`config.mk`:
```
export PLATFORM = sky130hd
export DESIGN_NAME = rv32i_subset_execute_core_flat
export DESIGN_NICKNAME = d
export VERILOG_FILES = /design/src/rtl/core/rvx_pkg.sv /design/src/rtl/core/rvx_in_if.sv /design/src/rtl/core/rvx_out_if.sv /design/src/rtl/core/rv32i_subset_execute_core.sv /design/src/flat_wrapper.sv
export VERILOG_INCLUDE_DIRS = /design/src /design/src/rtl/core
export SDC_FILE = /design/constraint.sdc
export NUM_CORES = 2
export LEC_CHECK = 0
export BUFFER_PORTS_ARGS = -buffer_cell sky130_fd_sc_hd__buf_4
export CAP_MARGIN = 20
export CORE_ASPECT_RATIO = 0.6
export CORE_MARGIN = 10
export CORE_UTILIZATION = 64
export CTS_BUF_LIST = sky130_fd_sc_hd__clkbuf_16
export DETAILED_ROUTE_END_ITERATION = 8
export GPL_TIMING_DRIVEN = 0
export PLACE_DENSITY = 0.84
export SLEW_MARGIN = 20
export SYNTH_ARGS = -nofsm -noshare
export SYNTH_HDL_FRONTEND = slang
export SYNTH_SLANG_ARGS = --single-unit
export TNS_END_PERCENT = 20
```
`constraint.sdc`:
```
create_clock -name clk -period 15.42 [get_ports clk]
set_input_delay 1.542 -clock clk [delete_from_list [all_inputs] [get_ports clk]]
set_output_delay 1.542 -clock clk [all_outputs]
set_load 0.05 [all_outputs]
```
`src/rtl/core/rv32i_subset_execute_core_macros.svh`:
```
// Assertion macros shared by the execute core RTL.
// Depends on nothing; included by the files that carry assertions.
`ifndef RV32I_SUBSET_EXECUTE_CORE_MACROS_SVH
`define RV32I_SUBSET_EXECUTE_CORE_MACROS_SVH

// Same-cycle implication, disabled while reset is asserted (active low)
`define RVX_ASSERT_IMP(name, clk_s, rstn_s, ante, cons, msg) \
  name: assert property (@(posedge clk_s) disable iff (!rstn_s) (ante) |-> (cons)) \
    else $error(msg);

// Next-cycle implication, disabled while reset is asserted (active low)
`define RVX_ASSERT_NXT(name, clk_s, rstn_s, ante, cons, msg) \
  name: assert property (@(posedge clk_s) disable iff (!rstn_s) (ante) |=> (cons)) \
    else $error(msg);

`endif

```
`src/rtl/core/rvx_pkg.sv`:
```
// Shared types, opcodes and field codes of the RV32I subset execute core.
// Depends on nothing; used by the channel interfaces and the core.
`timescale 1ns / 1ps

package rvx_pkg;

  localparam int XLEN      = 32;
  localparam int REG_COUNT = 32;
  localparam int REG_AW    = $clog2(REG_COUNT);

  // Fixed ABI register indexes
  localparam logic [REG_AW-1:0] REG_ZERO = REG_AW'(0);
  localparam logic [REG_AW-1:0] REG_A0   = REG_AW'(10);
  localparam logic [REG_AW-1:0] REG_A7   = REG_AW'(17);

  // System call numbers in a7
  localparam logic [XLEN-1:0] SYS_PRINT_INT = XLEN'(1);
  localparam logic [XLEN-1:0] SYS_PRINT_STR = XLEN'(4);
  localparam logic [XLEN-1:0] SYS_EXIT      = XLEN'(10);

  // Major opcodes
  localparam logic [6:0] OPC_LUI    = 7'h37;
  localparam logic [6:0] OPC_AUIPC  = 7'h17;
  localparam logic [6:0] OPC_JAL    = 7'h6F;
  localparam logic [6:0] OPC_JALR   = 7'h67;
  localparam logic [6:0] OPC_OP     = 7'h33;
  localparam logic [6:0] OPC_OP_IMM = 7'h13;
  localparam logic [6:0] OPC_BRANCH = 7'h63;
  localparam logic [6:0] OPC_LOAD   = 7'h03;
  localparam logic [6:0] OPC_STORE  = 7'h23;
  localparam logic [6:0] OPC_SYSTEM = 7'h73;

  // funct3 codes
  localparam logic [2:0] F3_ADD  = 3'd0;
  localparam logic [2:0] F3_SLL  = 3'd1;
  localparam logic [2:0] F3_SLT  = 3'd2;
  localparam logic [2:0] F3_SLTU = 3'd3;
  localparam logic [2:0] F3_XOR  = 3'd4;
  localparam logic [2:0] F3_SR   = 3'd5;
  localparam logic [2:0] F3_OR   = 3'd6;
  localparam logic [2:0] F3_AND  = 3'd7;

  localparam logic [2:0] F3_BEQ  = 3'd0;
  localparam logic [2:0] F3_BNE  = 3'd1;
  localparam logic [2:0] F3_BLT  = 3'd4;
  localparam logic [2:0] F3_BGE  = 3'd5;
  localparam logic [2:0] F3_BLTU = 3'd6;
  localparam logic [2:0] F3_BGEU = 3'd7;

  localparam logic [2:0] F3_LB   = 3'd0;
  localparam logic [2:0] F3_LW   = 3'd2;
  localparam logic [2:0] F3_LBU  = 3'd4;
  localparam logic [2:0] F3_SB   = 3'd0;
  localparam logic [2:0] F3_SW   = 3'd2;

  // funct7 codes
  localparam logic [6:0] F7_BASE = 7'h00;
  localparam logic [6:0] F7_ALT  = 7'h20;

  typedef enum logic {
    OP_EXEC     = 1'b0,
    OP_LOAD_RET = 1'b1
  } op_t;

  typedef enum logic [1:0] {
    LK_NONE = 2'd0,
    LK_LB   = 2'd1,
    LK_LBU  = 2'd2,
    LK_LW   = 2'd3
  } ld_kind_t;

  typedef enum logic [1:0] {
    SC_NONE      = 2'd0,
    SC_PRINT_INT = 2'd1,
    SC_PRINT_STR = 2'd2,
    SC_EXIT      = 2'd3
  } sc_kind_t;

  typedef struct packed {
    logic [XLEN-1:0]        next_pc;
    logic                   mem_read;
    logic                   mem_write;
    logic                   mem_byte;
    logic [XLEN-1:0]        mem_addr;
    logic [XLEN-1:0]        mem_wdata;
    sc_kind_t               syscall_kind;
    logic signed [XLEN-1:0] syscall_arg;
    logic                   halted;
  } out_item_t;

endpackage

```
`src/rtl/core/rvx_in_if.sv`:
```
// Input channel of the execute core: valid/ready plus one instruction or load-return word.
// Depends on rvx_pkg for the data width.
`timescale 1ns / 1ps

interface rvx_in_if;
  import rvx_pkg::*;

  logic            valid;
  logic            ready;
  logic            operation;
  logic [XLEN-1:0] instr;
  logic [XLEN-1:0] load_data;

  modport source (output valid, output operation, output instr, output load_data,
                  input ready);
  modport sink   (input valid, input operation, input instr, input load_data,
                  output ready);
endinterface

```
`src/rtl/core/rvx_out_if.sv`:
```
// Result channel of the execute core: valid/ready plus next pc, memory request and syscall.
// Depends on rvx_pkg for the data width.
`timescale 1ns / 1ps

interface rvx_out_if;
  import rvx_pkg::*;

  logic                   valid;
  logic                   ready;
  logic [XLEN-1:0]        next_pc;
  logic                   mem_read;
  logic                   mem_write;
  logic                   mem_byte;
  logic [XLEN-1:0]        mem_addr;
  logic [XLEN-1:0]        mem_wdata;
  logic [1:0]             syscall_kind;
  logic signed [XLEN-1:0] syscall_arg;
  logic                   halted;

  modport source (output valid, output next_pc, output mem_read, output mem_write,
                  output mem_byte, output mem_addr, output mem_wdata,
                  output syscall_kind, output syscall_arg, output halted,
                  input ready);
  modport sink   (input valid, input next_pc, input mem_read, input mem_write,
                  input mem_byte, input mem_addr, input mem_wdata,
                  input syscall_kind, input syscall_arg, input halted,
                  output ready);
endinterface

```
`src/rtl/core/rv32i_subset_execute_core.sv`:
```
// An accepted word passes the execute register, then the result register, before its result
// is valid. Throughput: one word per cycle unless the result channel stalls. The register
// file is read at accept, written as the word leaves the execute stage, with a one-entry bypass.
// Reset (rst_n low, synchronous): pc, halted flag, pending load and both pipeline valids
// clear; per-entry valid bits make every register read as zero until first written.
// The first word can be accepted in the cycle after reset is released.
`timescale 1ns / 1ps
`include "rv32i_subset_execute_core_macros.svh"

module rv32i_subset_execute_core (
  input  logic      clk,
  input  logic      rst_n,
  rvx_in_if.sink    in_chan,
  rvx_out_if.source out_chan
);
  import rvx_pkg::*;

  // Pipeline control
  logic in_fire;
  logic e_fire;
  logic in_ready;

  // Execute-stage registers
  logic              e_valid_r;
  op_t               e_op_r;
  logic [XLEN-1:0]   e_instr_r;
  logic [XLEN-1:0]   e_ld_r;
  logic [XLEN-1:0]   rf_q1_r;
  logic [XLEN-1:0]   rf_q2_r;
  logic              e_vld1_r;
  logic              e_vld2_r;
  logic              e_hit1_r;
  logic              e_hit2_r;
  logic [XLEN-1:0]   e_fwd_r;

  // Architectural state
  logic [XLEN-1:0]   rf_mem [REG_COUNT];
  logic [REG_COUNT-1:0] rf_vld_r;
  logic [XLEN-1:0]   a0_r;
  logic [XLEN-1:0]   a7_r;
  logic [XLEN-1:0]   pc_r;
  logic [XLEN-1:0]   pc_nxt;
  logic              stopped_r;
  logic              stopped_nxt;
  logic [REG_AW-1:0] pend_dest_r;
  logic [REG_AW-1:0] pend_dest_nxt;
  ld_kind_t          pend_kind_r;
  ld_kind_t          pend_kind_nxt;

  // Result register
  logic              out_valid_r;
  out_item_t         out_r;
  out_item_t         out_nxt;

  // Write-back port
  logic              wr_en;
  logic [REG_AW-1:0] wr_addr;
  logic [XLEN-1:0]   wr_data;
  logic              rf_we;

  // Input-side register indexes
  logic [REG_AW-1:0] in_rs1;
  logic [REG_AW-1:0] in_rs2;

  // Decode fields and operands
  logic [6:0]        opc;
  logic [REG_AW-1:0] rd;
  logic [2:0]        f3;
  logic [6:0]        f7;
  logic [4:0]        sh;
  logic [XLEN-1:0]   rs1_val;
  logic [XLEN-1:0]   rs2_val;
  logic [XLEN-1:0]   imm_i;
  logic [XLEN-1:0]   imm_s;
  logic [XLEN-1:0]   imm_b;
  logic [XLEN-1:0]   imm_j;
  logic [XLEN-1:0]   imm_u;
  logic [XLEN-1:0]   pc_plus4;
  logic [XLEN-1:0]   jalr_sum;
  logic              take;

  // Handshake: the execute stage advances when the result register is free or drains
  assign e_fire   = e_valid_r && (!out_valid_r || out_chan.ready);
  assign in_ready = !e_valid_r || e_fire;
  assign in_fire  = in_chan.valid && in_ready;
  assign in_chan.ready = in_ready;

  assign in_rs1 = in_chan.instr[19:15];
  assign in_rs2 = in_chan.instr[24:20];

  assign rf_we = e_fire && wr_en && (wr_addr != REG_ZERO);

  // Capture the incoming word and note any write-back landing in the same cycle
  always_ff @(posedge clk) begin
    if (!rst_n) begin
      e_valid_r <= 1'b0;
    end else if (in_ready) begin
      e_valid_r <= in_chan.valid;
    end
  end

  always_ff @(posedge clk) begin
    if (in_fire) begin
      e_op_r    <= op_t'(in_chan.operation);
      e_instr_r <= in_chan.instr;
      e_ld_r    <= in_chan.load_data;
      e_vld1_r  <= rf_vld_r[in_rs1];
      e_vld2_r  <= rf_vld_r[in_rs2];
      e_hit1_r  <= rf_we && (wr_addr == in_rs1);
      e_hit2_r  <= rf_we && (wr_addr == in_rs2);
      e_fwd_r   <= wr_data;
    end
  end

  // Register file: one write port, two registered read ports
  always_ff @(posedge clk) begin
    if (rf_we) begin
      rf_mem[wr_addr] <= wr_data;
    end
    if (in_fire) begin
      rf_q1_r <= rf_mem[in_rs1];
      rf_q2_r <= rf_mem[in_rs2];
    end
  end

  // Track written entries; an unwritten register reads as zero
  always_ff @(posedge clk) begin
    if (!rst_n) begin
      rf_vld_r <= '0;
    end else if (rf_we) begin
      rf_vld_r[wr_addr] <= 1'b1;
    end
  end

  // Keep copies of a0 and a7 for the system call path
  always_ff @(posedge clk) begin
    if (!rst_n) begin
      a0_r <= '0;
      a7_r <= '0;
    end else if (rf_we) begin
      if (wr_addr == REG_A0) begin
        a0_r <= wr_data;
      end
      if (wr_addr == REG_A7) begin
        a7_r <= wr_data;
      end
    end
  end

  // Decode fields and immediates
  always_comb begin
    opc      = e_instr_r[6:0];
    rd       = e_instr_r[11:7];
    f3       = e_instr_r[14:12];
    f7       = e_instr_r[31:25];
    sh       = e_instr_r[24:20];
    imm_i    = {{20{e_instr_r[31]}}, e_instr_r[31:20]};
    imm_s    = {{20{e_instr_r[31]}}, e_instr_r[31:25], e_instr_r[11:7]};
    imm_b    = {{19{e_instr_r[31]}}, e_instr_r[31], e_instr_r[7], e_instr_r[30:25],
                e_instr_r[11:8], 1'b0};
    imm_j    = {{11{e_instr_r[31]}}, e_instr_r[31], e_instr_r[19:12], e_instr_r[20],
                e_instr_r[30:21], 1'b0};
    imm_u    = {e_instr_r[31:12], 12'b0};
    rs1_val  = e_hit1_r ? e_fwd_r : (e_vld1_r ? rf_q1_r : '0);
    rs2_val  = e_hit2_r ? e_fwd_r : (e_vld2_r ? rf_q2_r : '0);
    pc_plus4 = pc_r + XLEN'(4);
    jalr_sum = rs1_val + imm_i;
  end

  // Execute one word: next pc, write-back, memory request, system call
  always_comb begin
    pc_nxt        = pc_r;
    stopped_nxt   = stopped_r;
    pend_dest_nxt = pend_dest_r;
    pend_kind_nxt = pend_kind_r;
    wr_en         = 1'b0;
    wr_addr       = rd;
    wr_data       = '0;
    take          = 1'b0;
    out_nxt       = '0;

    if (stopped_r) begin
      // halted: drop the word
    end else if (e_op_r == OP_LOAD_RET) begin
      wr_addr       = pend_dest_r;
      pend_kind_nxt = LK_NONE;
      case (pend_kind_r)
        LK_LB: begin
          wr_en   = 1'b1;
          wr_data = {{24{e_ld_r[7]}}, e_ld_r[7:0]};
        end
        LK_LBU: begin
          wr_en   = 1'b1;
          wr_data = {24'b0, e_ld_r[7:0]};
        end
        LK_LW: begin
          wr_en   = 1'b1;
          wr_data = e_ld_r;
        end
        default: begin
          wr_en = 1'b0;
        end
      endcase
    end else begin
      pend_kind_nxt = LK_NONE;
      pc_nxt        = pc_plus4;
      case (opc)
        OPC_LUI: begin
          wr_en   = 1'b1;
          wr_data = imm_u;
        end
        OPC_AUIPC: begin
          wr_en   = 1'b1;
          wr_data = pc_r + imm_u;
        end
        OPC_JAL: begin
          wr_en   = 1'b1;
          wr_data = pc_plus4;
          pc_nxt  = pc_r + imm_j;
        end
        OPC_JALR: begin
          wr_en   = 1'b1;
          wr_data = pc_plus4;
          pc_nxt  = {jalr_sum[XLEN-1:1], 1'b0};
        end
        OPC_OP: begin
          case (f3)
            F3_ADD: begin
              if (f7 == F7_BASE) begin
                wr_en   = 1'b1;
                wr_data = rs1_val + rs2_val;
              end else if (f7 == F7_ALT) begin
                wr_en   = 1'b1;
                wr_data = rs1_val - rs2_val;
              end
            end
            F3_AND: begin
              wr_en   = 1'b1;
              wr_data = rs1_val & rs2_val;
            end
            F3_OR: begin
              wr_en   = 1'b1;
              wr_data = rs1_val | rs2_val;
            end
            F3_XOR: begin
              wr_en   = 1'b1;
              wr_data = rs1_val ^ rs2_val;
            end
            F3_SLT: begin
              wr_en   = 1'b1;
              wr_data = {31'b0, $signed(rs1_val) < $signed(rs2_val)};
            end
            F3_SLTU: begin
              wr_en   = 1'b1;
              wr_data = {31'b0, rs1_val < rs2_val};
            end
            default: begin
              wr_en = 1'b0;
            end
          endcase
        end
        OPC_OP_IMM: begin
          case (f3)
            F3_ADD: begin
              wr_en   = 1'b1;
              wr_data = rs1_val + imm_i;
            end
            F3_AND: begin
              wr_en   = 1'b1;
              wr_data = rs1_val & imm_i;
            end
            F3_OR: begin
              wr_en   = 1'b1;
              wr_data = rs1_val | imm_i;
            end
            F3_SLL: begin
              wr_en   = 1'b1;
              wr_data = rs1_val << sh;
            end
            F3_SR: begin
              if (f7 == F7_BASE) begin
                wr_en   = 1'b1;
                wr_data = rs1_val >> sh;
              end else if (f7 == F7_ALT) begin
                wr_en   = 1'b1;
                wr_data = XLEN'($signed(rs1_val) >>> sh);
              end
            end
            default: begin
              wr_en = 1'b0;
            end
          endcase
        end
        OPC_BRANCH: begin
          case (f3)
            F3_BEQ:  take = (rs1_val == rs2_val);
            F3_BNE:  take = (rs1_val != rs2_val);
            F3_BLT:  take = ($signed(rs1_val) < $signed(rs2_val));
            F3_BGE:  take = !($signed(rs1_val) < $signed(rs2_val));
            F3_BLTU: take = (rs1_val < rs2_val);
            F3_BGEU: take = (rs1_val >= rs2_val);
            default: take = 1'b0;
          endcase
          if (take) begin
            pc_nxt = pc_r + imm_b;
          end
        end
        OPC_LOAD: begin
          if (f3 == F3_LB || f3 == F3_LBU || f3 == F3_LW) begin
            out_nxt.mem_read = 1'b1;
            out_nxt.mem_byte = (f3 != F3_LW);
            out_nxt.mem_addr = rs1_val + imm_i;
            pend_dest_nxt    = rd;
            pend_kind_nxt    = (f3 == F3_LB)  ? LK_LB :
                               (f3 == F3_LBU) ? LK_LBU : LK_LW;
          end
        end
        OPC_STORE: begin
          if (f3 == F3_SB || f3 == F3_SW) begin
            out_nxt.mem_write = 1'b1;
            out_nxt.mem_byte  = (f3 == F3_SB);
            out_nxt.mem_addr  = rs1_val + imm_s;
            out_nxt.mem_wdata = (f3 == F3_SB) ? {24'b0, rs2_val[7:0]} : rs2_val;
          end
        end
        OPC_SYSTEM: begin
          if (a7_r == SYS_PRINT_INT) begin
            out_nxt.syscall_kind = SC_PRINT_INT;
            out_nxt.syscall_arg  = a0_r;
          end else if (a7_r == SYS_PRINT_STR) begin
            out_nxt.syscall_kind = SC_PRINT_STR;
            out_nxt.syscall_arg  = a0_r;
          end else if (a7_r == SYS_EXIT) begin
            out_nxt.syscall_kind = SC_EXIT;
            out_nxt.syscall_arg  = a0_r;
            stopped_nxt          = 1'b1;
          end
        end
        default: begin
          wr_en = 1'b0;
        end
      endcase
    end

    out_nxt.next_pc = pc_nxt;
    out_nxt.halted  = stopped_nxt;
  end

  // Commit architectural state as the word leaves the execute stage
  always_ff @(posedge clk) begin
    if (!rst_n) begin
      pc_r        <= '0;
      stopped_r   <= 1'b0;
      pend_dest_r <= '0;
      pend_kind_r <= LK_NONE;
    end else if (e_fire) begin
      pc_r        <= pc_nxt;
      stopped_r   <= stopped_nxt;
      pend_dest_r <= pend_dest_nxt;
      pend_kind_r <= pend_kind_nxt;
    end
  end

  // Result register: load on advance, drop when taken
  always_ff @(posedge clk) begin
    if (!rst_n) begin
      out_valid_r <= 1'b0;
    end else if (e_fire) begin
      out_valid_r <= 1'b1;
    end else if (out_chan.ready) begin
      out_valid_r <= 1'b0;
    end
  end

  always_ff @(posedge clk) begin
    if (e_fire) begin
      out_r <= out_nxt;
    end
  end

  assign out_chan.valid        = out_valid_r;
  assign out_chan.next_pc      = out_r.next_pc;
  assign out_chan.mem_read     = out_r.mem_read;
  assign out_chan.mem_write    = out_r.mem_write;
  assign out_chan.mem_byte     = out_r.mem_byte;
  assign out_chan.mem_addr     = out_r.mem_addr;
  assign out_chan.mem_wdata    = out_r.mem_wdata;
  assign out_chan.syscall_kind = out_r.syscall_kind;
  assign out_chan.syscall_arg  = out_r.syscall_arg;
  assign out_chan.halted       = out_r.halted;

  // Checks
  `RVX_ASSERT_NXT(a_halt_sticky, clk, rst_n, stopped_r, stopped_r, "halted flag cleared")
  `RVX_ASSERT_IMP(a_x0_never_written, clk, rst_n, 1'b1, !rf_vld_r[0], "x0 was written")
  `RVX_ASSERT_IMP(a_ready_when_free, clk, rst_n, !out_valid_r, in_ready,
                  "input stalled with empty result register")
  `RVX_ASSERT_IMP(a_one_mem_request, clk, rst_n, out_valid_r,
                  !(out_r.mem_read && out_r.mem_write), "load and store in one word")
  `RVX_ASSERT_NXT(a_load_ret_clears, clk, rst_n, e_fire && (e_op_r == OP_LOAD_RET),
                  pend_kind_r == LK_NONE, "pending load kept after load return")

endmodule

```
`src/flat_wrapper.sv`:
```
// flat-port wrapper written by rule: the top's interface ports become plain ports
module rv32i_subset_execute_core_flat import rvx_pkg::*;
  (clk, rst_n, in_chan_valid, in_chan_operation, in_chan_instr, in_chan_load_data, in_chan_ready, out_chan_valid, out_chan_next_pc, out_chan_mem_read, out_chan_mem_write, out_chan_mem_byte, out_chan_mem_addr, out_chan_mem_wdata, out_chan_syscall_kind, out_chan_syscall_arg, out_chan_halted, out_chan_ready);
  rvx_in_if in_chan_i ();
  rvx_out_if out_chan_i ();
  input  logic clk;
  input  logic rst_n;
  input wire logic [$bits(in_chan_i.valid)-1:0] in_chan_valid;
  input wire logic [$bits(in_chan_i.operation)-1:0] in_chan_operation;
  input wire logic [$bits(in_chan_i.instr)-1:0] in_chan_instr;
  input wire logic [$bits(in_chan_i.load_data)-1:0] in_chan_load_data;
  output wire logic [$bits(in_chan_i.ready)-1:0] in_chan_ready;
  output wire logic [$bits(out_chan_i.valid)-1:0] out_chan_valid;
  output wire logic [$bits(out_chan_i.next_pc)-1:0] out_chan_next_pc;
  output wire logic [$bits(out_chan_i.mem_read)-1:0] out_chan_mem_read;
  output wire logic [$bits(out_chan_i.mem_write)-1:0] out_chan_mem_write;
  output wire logic [$bits(out_chan_i.mem_byte)-1:0] out_chan_mem_byte;
  output wire logic [$bits(out_chan_i.mem_addr)-1:0] out_chan_mem_addr;
  output wire logic [$bits(out_chan_i.mem_wdata)-1:0] out_chan_mem_wdata;
  output wire logic [$bits(out_chan_i.syscall_kind)-1:0] out_chan_syscall_kind;
  output wire logic [$bits(out_chan_i.syscall_arg)-1:0] out_chan_syscall_arg;
  output wire logic [$bits(out_chan_i.halted)-1:0] out_chan_halted;
  input wire logic [$bits(out_chan_i.ready)-1:0] out_chan_ready;
  assign in_chan_i.valid = in_chan_valid;
  assign in_chan_i.operation = in_chan_operation;
  assign in_chan_i.instr = in_chan_instr;
  assign in_chan_i.load_data = in_chan_load_data;
  assign in_chan_ready = in_chan_i.ready;
  assign out_chan_valid = out_chan_i.valid;
  assign out_chan_next_pc = out_chan_i.next_pc;
  assign out_chan_mem_read = out_chan_i.mem_read;
  assign out_chan_mem_write = out_chan_i.mem_write;
  assign out_chan_mem_byte = out_chan_i.mem_byte;
  assign out_chan_mem_addr = out_chan_i.mem_addr;
  assign out_chan_mem_wdata = out_chan_i.mem_wdata;
  assign out_chan_syscall_kind = out_chan_i.syscall_kind;
  assign out_chan_syscall_arg = out_chan_i.syscall_arg;
  assign out_chan_halted = out_chan_i.halted;
  assign out_chan_i.ready = out_chan_ready;
  rv32i_subset_execute_core u_core (.clk(clk), .rst_n(rst_n), .in_chan(in_chan_i), .out_chan(out_chan_i));
endmodule
```
==> results of run 1 <==
-- routing by layer --
layer	GRT overflow	GRT usage [%]
met1	140	86.8
met2	936	89.9
met3	188	77.6
met4	597	70.9
met5	23	56.3
-- logic make-up after synthesis --
family	Yosys count	share of synthesized area [%]
DFF	1461	51.7
buffers and inverters	588	2.78
xor gates and xnor gates	165	1.76
AOI/OAI and AO/OA	1373	11.0
and+or+nand+nor	1322	7.37
muxes	888	22.0
other	1	0.00456
adders and majority gates	223	3.44
-- cell usage after synthesis, types with 83 or more instances --
master    instances  area (um2)
dfxtp_1         138        2760
a211oi_1         85         638
a21oi_1         368        1840
nand3_1          96         480
mux2_2           83         935
nor2_1          453        1700
clkbuf_1        330        1240
nor3_1           93         465
inv_1           144         541
nand2_1         378        1420
mux4_2          726       16400
o21ai_0         314        1570
xnor2_1          98         858
edfxtp_1       1323       39700
ha_1            218        2730
-- stage by stage --
stage | hold slack (ns) | instances | setup WS (ns)
2_1_floorplan | 0.421 | 6052 | 4.22
4_1_cts | 0.478 | 8326 | 5.83
3_5_place_dp | 0.457 | 8086 | 6.22
3_3_place_gp | 0.444 | 7955 | -2.71
==> results.py, run 1 <==
metrics = {
    "status": {
        "tool.error": "[ERROR GRT-0116] Global routing finished with congestion. Check the congestion regions in the DRC Viewer.",
        "lastStage": "global routing",
        "status": "aborted with a tool error",
    },
    "synth": {
        "yosys_most_used_dff": "edfxtp_1",
        "yosys_warnings": 0,
        "synth.avg_cell_area_um2": 13.7,
        "syn_inst": 6021,
        "synthArstFlopShare_pct": 0,
        "synth_edf_count": 1323,
        "yosysUniqueCellTypes": 101,
        "ys_seq_area_share_pct": 51.7,
        "synth_area_mm2": 0.0822,
        "synth_seq_cells": 1461,
    },
    "global_route": {
        "grt_start_max_net_pins": 52,
        "first_global_vias": 87000,
        "grt_pass1_wl_mm": 817,
        "gr-usage-all-layers_pct": 82.6,
        "overflow": 1884,
    },
    "clocking": {
        "cts_inserted_buffers": 132,
        "cts_hold_buf": 0,
        "clock_tree.root_cell": "clkbuf_16",
        "cts_resized": 0,
        "post-cts-setup-buffers": 0,
        "cts_buffer_depth": 3,
        "cts_sinks": 1461,
        "cts_max_level": 4,
    },
    "die": {
        "die_h_um": 298,
        "std_cell_rows": 101,
        "start_util_pct": 64.7,
        "die_w_um": 483,
        "ios": 205,
    },
    "placed_design": {
        "finalWeightedCongestion": 1.20,
        "dp_hpwl_mm": 353,
        "portBuffers": 204,
        "dpl_cell_area_mm2": 0.0889,
    },
}
==> inputs of run 2 (changes only) <==
--- a/config.mk
+++ b/config.mk
@@ -8,13 +8,11 @@
 export LEC_CHECK = 0
 export BUFFER_PORTS_ARGS = -buffer_cell sky130_fd_sc_hd__buf_4
 export CAP_MARGIN = 20
-export CORE_ASPECT_RATIO = 0.6
 export CORE_MARGIN = 10
-export CORE_UTILIZATION = 64
-export CTS_BUF_LIST = sky130_fd_sc_hd__clkbuf_16
+export CORE_UTILIZATION = 40
 export DETAILED_ROUTE_END_ITERATION = 8
 export GPL_TIMING_DRIVEN = 0
-export PLACE_DENSITY = 0.84
+export PLACE_DENSITY_LB_ADDON = 0.15
 export SLEW_MARGIN = 20
 export SYNTH_ARGS = -nofsm -noshare
 export SYNTH_HDL_FRONTEND = slang
==> results.py, run 2 <==
metrics = {
    "status": {
        "status": "completed",
    },
    "route": {
        "avgRoutedWirePerCell_um": 41.9,
        "drt_wl_total_mm": 393,
        "drt_first_pass_iters": 6,
        "num_vias": 62800,
        "ant_nets": 0,
        "first_iter_violations": 8331,
        "via_per_inst": 6.69,
        "post-route-drc-count": 0,
    },
    "critical_path": {
        "arrival_ns": 9.22,
        "critPathCaptureType": "flop",
        "crit_family": "compound AO/OA/AOI/OAI gates",
        "crit_buf_inv": 4,
        "crit_top_cell": "buf_4",
        "required_ns": 15.99,
        "cpPeakStageDelay_ns": 0.85,
        "cp_slowest_cell": "a22oi_1",
        "path_cells": "and2b_1 -> buf_4 -> a22oi_1 -> inv_1 -> ha_1 -> fa_1 -> a211oi_1 -> o21bai_1 -> a21oi_1 -> o21ai_0 -> a21o_1 -> a21o_1 -> a21oi_1 -> xor2_2 -> o21ai_1 -> a31oi_1 -> nor3_2 -> buf_4 -> buf_4",
        "path_max_fanout": 13,
        "cp-start-kind": "flop",
        "path_class": "flop to flop",
    },
    "sta": {
        "hold_viol": 0,
        "worst-slew-pin-transition_ns": 1.35,
        "max_freq_mhz": 116,
        "setup_viol": 0,
        "slew-limit-headroom_pct": 10.0,
        "fin_crit_sh_pct": 56.1,
        "finalClockSkew_ns": 0.0533,
        "rsz0062_at_grt": "no",
        "fin_crit_ns": 8.64,
        "slew_violations": 0,
    },
    "final_layout": {
        "fin_util_pct": 46.8,
        "final_common_cell": "edfxtp_1",
        "area_growth_pct": 16.4,
        "final_nets": 6861,
        "largest_register": "u_core.rf_mem",
        "drive_above_1_share_pct": 25.1,
        "largest_reg_flops": 1024,
        "layout_common_cells": "1323 x edfxtp_1, 726 x mux4_2, 410 x nor2_1",
    },
    "synth": {
        "synth_area_mm2": 0.0822,
        "netlist_top_cells_count": "1323 x edfxtp_1, 726 x mux4_2, 453 x nor2_1",
        "synth.area.top_cells": "edfxtp_1 48%, mux4_2 20%, dfxtp_1 3.4%",
        "synth_seq_cells": 1461,
        "yosys_warnings": 0,
        "syn_inst": 6021,
        "synth_edf_count": 1323,
        "ys_seq_area_share_pct": 51.7,
        "synthArstFlopShare_pct": 0,
        "yosysUniqueCellTypes": 101,
        "yosysMostFrequentCell": "edfxtp_1",
        "synth.avg_cell_area_um2": 13.7,
        "synth.largest_area_cell": "edfxtp_1",
        "yosysTopAreaCellShare_pct": 48.3,
        "yosys_most_used_dff": "edfxtp_1",
    },
    "clocking": {
        "post-cts-setup-buffers": 0,
        "cts_inserted_buffers": 161,
        "clk_pin_slew_ns": 0.07,
        "cts_max_level": 4,
        "clk_latency_ns": 0.86,
        "cts_tree": "built",
        "cts_buffer_depth": 3,
        "cts_hold_buf": 0,
        "cts_resized": 0,
        "clock_tree.root_cell": "clkbuf_16",
        "cts_sinks": 1461,
    },
    "die": {
        "std_cell_rows": 166,
        "core_mm2": 0.205,
        "ios": 205,
        "fp.dieArea_mm2": 0.224,
        "die_w_um": 473,
        "start_util_pct": 40.2,
        "die_h_um": 473,
    },
    "global_route": {
        "gr-usage-all-layers_pct": 34.3,
        "antenna_found_initial": 18,
        "grt_pass1_wl_mm": 530,
        "overflow": 0,
        "grt_start_max_net_pins": 58,
        "first_global_vias": 61400,
    },
    "power_and_ir_drop": {
        "p_leak_uw": 0.0332,
        "ir_worst_vdd_v": 0.000119,
        "total_power_uw": 10000,
        "power_density_mw_per_mm2": 105,
    },
    "min_path": {
        "hp-class": "flop to flop",
    },
    "placed_design": {
        "dp_hpwl_mm": 300,
        "finalWeightedCongestion": 1.05,
        "portBuffers": 204,
    },
    "job": {
        "drv_cap": 0,
    },
}
-- run 2: layout make-up --
type	count	area (um2)
antenna	5	12.5
buffer	436	1810
clock buffer	208	4280
clock inverter	86	961
fill	18000	109000
inverter	152	571
multi-input combinational	4003	38200
sequential	1461	42500
tap	2688	3360
timing repair buffer	354	4040
-- run 2: cell families after synthesis --
| family | count (synthesis) | synth area share [%] |
|---|---|---|
| adder cells (fa/ha/maj) | 223 | 3.44 |
| other | 1 | 0.00456 |
| multiplexers | 888 | 22.0 |
| XOR/XNOR | 165 | 1.76 |
| AO/OA/AOI/OAI | 1373 | 11.0 |
| buffers and inverters | 588 | 2.78 |
| flip-flops | 1461 | 51.7 |
| AND/OR/NAND/NOR | 1322 | 7.37 |
-- run 2: path summary, 6_finish.rpt --
| check | from | end | slack (ns) | depth (start not counted) |
|---|---|---|---|---|
| max | u_core.e_vld1_r | u_core.rf_mem[25][28] | 6.78 | 19 |
| min | u_core.a0_r[12] | u_core.a0_r[12] | 0.46 | 2 |
| max reg2reg | u_core.e_vld1_r | u_core.rf_mem[25][28] | 6.78 | 19 |
| min reg2reg | u_core.a0_r[12] | u_core.a0_r[12] | 0.46 | 2 |
-- run 2: routing by layer --
metal,routed length (um),share of wire (%),vias up,track usage [%]
li1,-,-,25200,-
met1,144000,37,32500,42.2
met2,180000,46,3987,54.1
met3,33900,8.6,1061,6.92
met4,35200,9.0,12,24.2
met5,78,0.020,-,0
-- run 2: tightest hold or removal path, delay by kind of cell, from the launching register on --
| family | cells | cell delay (ns) |
|---|---|---|
| flops | 1 | 0.31 |
| simple gates | 1 | 0.05 |
| compound gates | 1 | 0.05 |
-- run 2: where the power goes --
part	switching [uW]	internal (uW)	total, uW
clock network	1740	2150	3890
logic	1170	530	1700
registers	67.3	4380	4450
total	2970	7060	10000
-- run 2: through the flow --
stage / area (um2) / setup slack [ns] / hold slack, ns / setup TNS (ns) / std cells
2_1_floorplan: 82300 / 4.22 / 0.421 / 0 / 6052
3_3_place_gp: 87200 / -3.25 / 0.444 / -2735.55 / 8944
3_5_place_dp: 90400 / 6.89 / 0.447 / 0 / 9091
4_1_cts: 95700 / 6.86 / 0.456 / 0 / 9385
5_1_grt: 95700 / 6.84 / 0.482 / 0 / 9388
6_report: 95700 / 6.78 / 0.457 / 0 / 9393
Power figures use the tool's default switching activity.
